**src/additive_note_synthesizer_unit_defines.svh**
```systemverilog
// Assertion helpers used by the controller (ansu_ctrl).
`ifndef ADDITIVE_NOTE_SYNTHESIZER_UNIT_DEFINES_SVH
`define ADDITIVE_NOTE_SYNTHESIZER_UNIT_DEFINES_SVH

// Checked only while the block is out of reset.
`define ANSU_ASSERT(label, prop, msg) \
  label: assert property (@(posedge clk) disable iff (!rst_n) prop) else $error(msg);

// Checked at every clock edge, including during reset.
`define ANSU_ASSERT_ALWAYS(label, prop, msg) \
  label: assert property (@(posedge clk) prop) else $error(msg);

`endif

```
**src/ansu_pkg.sv**
```systemverilog
package ansu_pkg;

  localparam int MAX_NOTES_DEF  = 256;
  localparam int HARMONICS_DEF  = 8;
  localparam int SINE_BITS_DEF  = 10;

  localparam int RATE_MIN   = 8000;
  localparam int RATE_MAX   = 96000;
  localparam int RATE_RESET = 44100;

  localparam int DIV_NW = 50;
  localparam int DIV_DW = 32;
  localparam int ACC_W  = 56;

  localparam int CFG_IDX_W  = 2;
  localparam int CFG_DATA_W = 17;

  localparam logic [CFG_IDX_W-1:0] REG_NOTE_COUNT  = 2'd0;
  localparam logic [CFG_IDX_W-1:0] REG_SAMPLE_RATE = 2'd1;

  typedef struct packed {
    logic               req_type;
    logic [7:0]         note_index;
    logic [6:0]         pitch;
    logic [6:0]         volume;
    logic [15:0]        length_cs;
    logic signed [15:0] mix_in;
  } in_item_t;

  typedef struct packed {
    logic signed [15:0] sample_out;
    logic               note_active;
    logic               track_done;
    logic               clipped;
  } out_item_t;

  typedef enum logic [4:0] {
    S_IDLE, S_VDIV, S_VWAIT, S_CHK, S_RD, S_SDIV, S_SWAIT, S_EMUL, S_EDIV,
    S_EWAIT, S_RDIV, S_RWAIT, S_PDIV, S_PWAIT, S_POS, S_ENV, S_VF, S_TB,
    S_HSIN, S_HMUL1, S_HMUL2, S_HACC, S_SUM, S_SILENT, S_TDONE
  } state_t;

  typedef enum logic [2:0] {
    DV_VIB, DV_START, DV_END, DV_RECIP, DV_STEP
  } div_sel_t;

  typedef struct packed {
    logic     load;
    logic     take_mix;
    logic     rd_note;
    logic     note_prep;
    logic     div_go;
    div_sel_t div_sel;
    logic     cap_vib;
    logic     cap_start;
    logic     mul_end;
    logic     cap_end;
    logic     cap_recip;
    logic     zero_recip;
    logic     cap_step;
    logic     pos;
    logic     env;
    logic     vf;
    logic     tb;
    logic     sin_harm;
    logic     hmul1;
    logic     hmul2;
    logic     hacc;
    logic     emit_sum;
    logic     emit_silent;
    logic     emit_done;
  } dp_cmd_t;

  typedef struct packed {
    logic div_busy;
    logic div_done;
    logic vstale;
    logic need_note;
    logic ended;
    logic silent;
    logic cnt_zero;
    logic last_h;
    logic out_free;
  } dp_sts_t;

  function automatic logic [31:0] pitch_fq(input int p);
    logic [31:0] base;
    int r;
    int oct;
    r = p;
    oct = 0;
    for (int i = 0; i < 11; i++) begin
      if (r >= 12) begin
        r = r - 12;
        oct = oct + 1;
      end
    end
    case (r)
      0:       base = 32'd1071618;
      1:       base = 32'd1135340;
      2:       base = 32'd1202851;
      3:       base = 32'd1274376;
      4:       base = 32'd1350154;
      5:       base = 32'd1430439;
      6:       base = 32'd1515497;
      7:       base = 32'd1605613;
      8:       base = 32'd1701088;
      9:       base = 32'd1802240;
      10:      base = 32'd1909407;
      default: base = 32'd2022946;
    endcase
    return base << oct;
  endfunction

  function automatic logic [15:0] note_amp(input int v);
    return 16'((v * 32767) / 200);
  endfunction

  function automatic logic [15:0] harm_weight(input int h);
    logic [15:0] w;
    case (h)
      0:       w = 16'd16384;
      1:       w = 16'd27853;
      2:       w = 16'd34406;
      3:       w = 16'd27853;
      4:       w = 16'd13107;
      5:       w = 16'd9830;
      6:       w = 16'd3277;
      default: w = 16'd0;
    endcase
    return w;
  endfunction

  function automatic logic [31:0] harm_offset(input int h);
    logic [31:0] o;
    case (h)
      0:       o = 32'd4044427537;
      1:       o = 32'd107374182;
      2:       o = 32'd214748365;
      3:       o = 32'd35791394;
      4:       o = 32'd4187593114;
      5:       o = 32'd4211454043;
      6:       o = 32'd4271106367;
      default: o = 32'd0;
    endcase
    return o;
  endfunction

  function automatic logic [15:0] quarter_sine(input int r, input int qb);
    longint unsigned t;
    longint unsigned t2;
    longint unsigned inner;
    longint unsigned inner2;
    longint unsigned s;
    longint unsigned v;
    t = (64'(r) << 16) >> qb;
    t2 = (t * t) >> 16;
    inner = 64'd42334 - ((t2 * 64'd4926) >> 16);
    inner2 = 64'd102944 - ((t2 * inner) >> 16);
    s = (t * inner2) >> 16;
    v = (s * 64'd32767 + 64'd32768) >> 16;
    if (v > 64'd32767) v = 64'd32767;
    return 16'(v);
  endfunction

endpackage

```
**src/ansu_ctrl.sv**
```systemverilog
`include "additive_note_synthesizer_unit_defines.svh"

module ansu_ctrl (
  input  logic              clk,
  input  logic              rst_n,
  input  logic              in_valid,
  input  logic              in_req,
  output logic              in_ready,
  output ansu_pkg::dp_cmd_t cmd,
  input  ansu_pkg::dp_sts_t sts
);
  import ansu_pkg::*;

  state_t state_r;
  state_t state_nxt;

  always_ff @(posedge clk) begin
    if (!rst_n) begin
      state_r <= S_IDLE;
    end else begin
      state_r <= state_nxt;
    end
  end

  always_comb begin
    state_nxt = state_r;
    unique case (state_r)
      S_IDLE: begin
        if (in_valid && in_req) state_nxt = sts.vstale ? S_VDIV : S_CHK;
      end
      S_VDIV:  state_nxt = S_VWAIT;
      S_VWAIT: if (sts.div_done) state_nxt = S_CHK;
      S_CHK: begin
        if (sts.need_note)   state_nxt = S_RD;
        else if (sts.ended)  state_nxt = S_TDONE;
        else if (sts.silent) state_nxt = S_SILENT;
        else                 state_nxt = S_POS;
      end
      S_RD:    state_nxt = S_SDIV;
      S_SDIV:  state_nxt = S_SWAIT;
      S_SWAIT: if (sts.div_done) state_nxt = S_EMUL;
      S_EMUL:  state_nxt = S_EDIV;
      S_EDIV:  state_nxt = S_EWAIT;
      S_EWAIT: if (sts.div_done) state_nxt = S_RDIV;
      S_RDIV:  state_nxt = sts.cnt_zero ? S_PDIV : S_RWAIT;
      S_RWAIT: if (sts.div_done) state_nxt = S_PDIV;
      S_PDIV:  state_nxt = S_PWAIT;
      S_PWAIT: if (sts.div_done) state_nxt = S_CHK;
      S_POS:   state_nxt = S_ENV;
      S_ENV:   state_nxt = S_VF;
      S_VF:    state_nxt = S_TB;
      S_TB:    state_nxt = S_HSIN;
      S_HSIN:  state_nxt = S_HMUL1;
      S_HMUL1: state_nxt = S_HMUL2;
      S_HMUL2: state_nxt = S_HACC;
      S_HACC:  state_nxt = sts.last_h ? S_SUM : S_HSIN;
      S_SUM, S_SILENT, S_TDONE: begin
        if (sts.out_free) state_nxt = S_IDLE;
      end
      default: state_nxt = S_IDLE;
    endcase
  end

  always_comb begin
    cmd      = '0;
    in_ready = 1'b0;
    unique case (state_r)
      S_IDLE: begin
        in_ready     = 1'b1;
        cmd.load     = in_valid && !in_req;
        cmd.take_mix = in_valid && in_req;
      end
      S_VDIV: begin
        cmd.div_go  = 1'b1;
        cmd.div_sel = DV_VIB;
      end
      S_VWAIT: cmd.cap_vib = sts.div_done;
      S_CHK:   cmd.rd_note = sts.need_note;
      S_RD:    cmd.note_prep = 1'b1;
      S_SDIV: begin
        cmd.div_go  = 1'b1;
        cmd.div_sel = DV_START;
      end
      S_SWAIT: cmd.cap_start = sts.div_done;
      S_EMUL:  cmd.mul_end = 1'b1;
      S_EDIV: begin
        cmd.div_go  = 1'b1;
        cmd.div_sel = DV_END;
      end
      S_EWAIT: cmd.cap_end = sts.div_done;
      S_RDIV: begin
        cmd.zero_recip = sts.cnt_zero;
        cmd.div_go     = !sts.cnt_zero;
        cmd.div_sel    = DV_RECIP;
      end
      S_RWAIT: cmd.cap_recip = sts.div_done;
      S_PDIV: begin
        cmd.div_go  = 1'b1;
        cmd.div_sel = DV_STEP;
      end
      S_PWAIT:  cmd.cap_step = sts.div_done;
      S_POS:    cmd.pos = 1'b1;
      S_ENV:    cmd.env = 1'b1;
      S_VF:     cmd.vf = 1'b1;
      S_TB:     cmd.tb = 1'b1;
      S_HSIN:   cmd.sin_harm = 1'b1;
      S_HMUL1:  cmd.hmul1 = 1'b1;
      S_HMUL2:  cmd.hmul2 = 1'b1;
      S_HACC:   cmd.hacc = 1'b1;
      S_SUM:    cmd.emit_sum = sts.out_free;
      S_SILENT: cmd.emit_silent = sts.out_free;
      S_TDONE:  cmd.emit_done = sts.out_free;
      default:  cmd = '0;
    endcase
  end

  `ANSU_ASSERT(a_div_idle, cmd.div_go |-> !sts.div_busy, "Divider started while busy.")
  `ANSU_ASSERT(a_emit_free, (cmd.emit_sum || cmd.emit_silent || cmd.emit_done) |-> sts.out_free, "Result written over a pending item.")
  `ANSU_ASSERT(a_one_item, (in_valid && in_ready && in_req) |=> !in_ready, "Second item taken during a sample.")
  `ANSU_ASSERT_ALWAYS(a_reset_idle, !rst_n |=> (state_r == S_IDLE), "Controller not idle after reset.")
endmodule
```
**config.mk**
```make
export PLATFORM = sky130hd
export DESIGN_NAME = ansu_ctrl
export DESIGN_NICKNAME = d
export VERILOG_FILES = /design/src/ansu_pkg.sv /design/src/ansu_ctrl.sv
export VERILOG_INCLUDE_DIRS = /design/src /design/src/src
export SDC_FILE = /design/constraint.sdc
export NUM_CORES = 1
export LEC_CHECK = 0
export BUFFER_PORTS_ARGS = -buffer_cell sky130_fd_sc_hd__buf_2
export CAP_MARGIN = 15
export CORE_AREA = 4 4 57 59
export CTS_CLUSTER_DIAMETER = 40
export DETAILED_ROUTE_END_ITERATION = 8
export DIE_AREA = 0 0 61 63
export PLACE_DENSITY = 0.56
export SLEW_MARGIN = 10
export SYNTH_ARGS = -nofsm -noshare
export SYNTH_HDL_FRONTEND = slang
export SYNTH_SLANG_ARGS = --single-unit
```
**constraint.sdc**
```tcl
create_clock -name clk -period 1.9 [get_ports clk]
set_input_delay 0.095 -clock clk [delete_from_list [all_inputs] [get_ports clk]]
set_output_delay 0.095 -clock clk [all_outputs]
set_load 0.005 [all_outputs]
```
==> results.json <==
{
  "total_power_uw": 897,
  "cts.path.max_buffers": 2,
  "rows": 19,
  "critPathSlowestCell": "dfxtp_1",
  "synth_area_leaders": "dfxtp_1, nor3_1, nor2_1",
  "status": "complete, no violations",
  "ir_drop_v": 0.000388,
  "hold_slack_ps": 127,
  "cts.clk_slew.worst_paths_ps": 40,
  "gp_congestion": 0.838,
  "crit_top_cell": "buf_4",
  "synth_most_common_cell": "nor2_1",
  "grt_pass1_vias": 977,
  "nNetsFinal": 177,
  "setup_ws_ps": 218,
  "fp.dieH_um": 63,
  "dpl.hpwl_um": 2150,
  "routed_wl_um": 2680,
  "cts_num_sinks": 5,
  "rsz0062_at_grt": "no",
  "min_path_cells": 2,
  "synth_cell_type_count": 39,
  "synthCells": 124,
  "ys_seq_area_share_pct": 12.6,
  "critPathBufInv": 4,
  "multiInputGateArea_sq_um": 621,
  "wire_per_inst_um": 13.8,
  "synth_ff_type": "dfxtp_1",
  "ff2ff_path_depth": 6,
  "crit_required_ps": 1800,
  "syn_area_sq_um": 797,
  "vias": 1052,
  "crit_fanout": 12,
  "grt_max_degree": 17,
  "h-tree-depth": 1,
  "largest_register_ffs": 5,
  "end_kind": "primary output",
  "cp_top_family": "buffers and inverters",
  "synth_top_area_share_pct": 12.6,
  "root_buffer": "clkbuf_4",
  "timing.rr.start": "state_r[0]$_SDFFE_PN0P_",
  "critPathLaunchType": "register",
  "setup-tns-final_ps": 0,
  "layout_min_cycle_time_ps": 1680,
  "synth_top_area_cell": "dfxtp_1",
  "diodes": 0,
  "maxSlewViolCount": 0,
  "p_per_area_mw_per_mm2": 846,
  "timing.reg2reg.setup_slack_ps": 240,
  "via_per_inst": 5.42,
  "setup_viol": 0,
  "syn_to_final_growth_pct": 33.0,
  "regMostFlops": "state_r",
  "clk_latency_ps": 260,
  "p_leak_nw": 0.518,
  "die_w_um": 61,
  "crit_chain": "buf_4 -> nand2b_1 -> buf_4 -> inv_1 -> a22oi_1 -> nor2_1 -> buf_2",
  "die-area_sq_mm": 0.00384,
  "ff_latch_area_sq_um": 101,
  "synthArstFlopShare_pct": 0,
  "grt_overflow": 0,
  "slowest_delay_ps": 370,
  "portBuffers": 38,
  "drt_iter0_markers": 64,
  "numCtsBuffers": 3,
  "cp_data_arrival_time_ps": 1590,
  "first_pass_iters": 4,
  "hold_viol": 0,
  "stdcell_area_sq_mm": 0.00106,
  "grt_pass1_wl_um": 4360,
  "slew_headroom_pct": 70.8,
  "drc": 0,
  "start_util_pct": 29.4,
  "ant_nets": 0,
  "drive_gt1_share_pct": 34.4,
  "hold_path_class": "input pin to register",
  "hp-start": "rst_n",
  "max_cap_viol_count": 0,
  "skew_ps": 9.73,
  "antenna_found_initial": 0,
  "synth_nets": 137,
  "ys_ff_latch": 5,
  "tritoncts": "done",
  "fmax_ghz": 0.595,
  "synthTopCellsByCount": "nor2_1, nor3_1, nand2_1",
  "min_to": "state_r[4]$_SDFFE_PN0P_",
  "biggestRegsByFlops": "state_r (5)",
  "placedInstanceArea_sq_mm": 0.00103,
  "postCtsSetupBuffers": 0,
  "coreArea_sq_mm": 0.00271,
  "r2r-end": "state_r[2]$_SDFFE_PN0P_",
  "tightest_slew_ps": 435,
  "synth-warning-count": 0,
  "avgSynthCellArea_sq_um": 6.43,
  "fillCellCount": 312,
  "ioPinCount": 40,
  "place_ws_ps": 244,
  "finalCritPeriodShare_pct": 88.5,
  "grt_use_total_pct": 13.9,
  "synth_edf_count": 0,
  "crit_type": "register to primary output"
}
[logic make-up (layout without fill, tap and decap cells)]
logic type      Yosys count  in the layout  share of synthesized area, %
flops                     5              5                          12.6
compound gates           31             31                          28.6
simple gates             72             72                          49.3
buf+inv                  16             55                          9.57
[cell usage in the layout (no fill, tap or decap), types with 4 or more instances in the layout]
cell type	instances
dfxtp_1	4
nand2b_1	7
a22o_1	6
nand2_1	11
nor3_1	16
buf_2	38
inv_1	4
buf_4	9
nor2_1	18
o21ai_0	8
[worst max path at each step]
stage,depth (start not counted),from,end
4_1_cts,6,state_r[3]$_SDFFE_PN0P_,cmd[21]
3_5_place_dp,5,state_r[3]$_SDFFE_PN0P_,state_r[3]$_SDFFE_PN0P_
6_report,7,state_r[1]$_SDFFE_PN0P_,cmd[18]
3_3_place_gp,5,state_r[3]$_SDFFE_PN0P_,state_r[2]$_SDFFE_PN0P_
2_1_floorplan,6,state_r[2]$_SDFFE_PN0P_,state_r[1]$_SDFFE_PN0P_
5_1_grt,7,state_r[1]$_SDFFE_PN0P_,cmd[18]
[where the power goes]
part | switching, mW | total (mW) | internal, mW
logic | 0.341 | 0.599 | 0.258
clock network | 0.0530 | 0.133 | 0.0800
registers | 0.0362 | 0.165 | 0.129
total | 0.430 | 0.897 | 0.467
[stage by stage]
stage	utilization (%)	instances
floorplan	-	124
global placement	38.1	190
detailed placement	38.1	190
CTS	39.1	194
global route	39.1	194
finish	39.1	194
[repair_timing]
item                                   in CTS  in global routing
resized for setup                           0                  1
setup endpoints to repair                   0                  1
hold buffers                                0                  0
endpoints found under the hold margin       0                  0
[per-layer routing]
| layer | global-route usage (%) | vias to the layer above | routed length, um |
|---|---|---|---|
| met3 | 1.24 | 2 | 168 |
| li1 | - | 526 | - |
| met1 | 17.3 | 493 | 1170 |
| met2 | 24.3 | 31 | 1310 |
| met4 | 4.34 | 0 | 35 |
| met5 | 0 | - | 0 |
[area by class of cell]
cell class                      count  share of cell area, %
Tap cell                           31                   3.66
Timing Repair Buffer               47                   24.3
Inverter                            4                   1.42
Multi-Input combinational cell    103                   58.6
Sequential cell                     5                   9.56
Clock buffer                        4                   2.48
No activity file was read; power rests on OpenSTA's default activity.
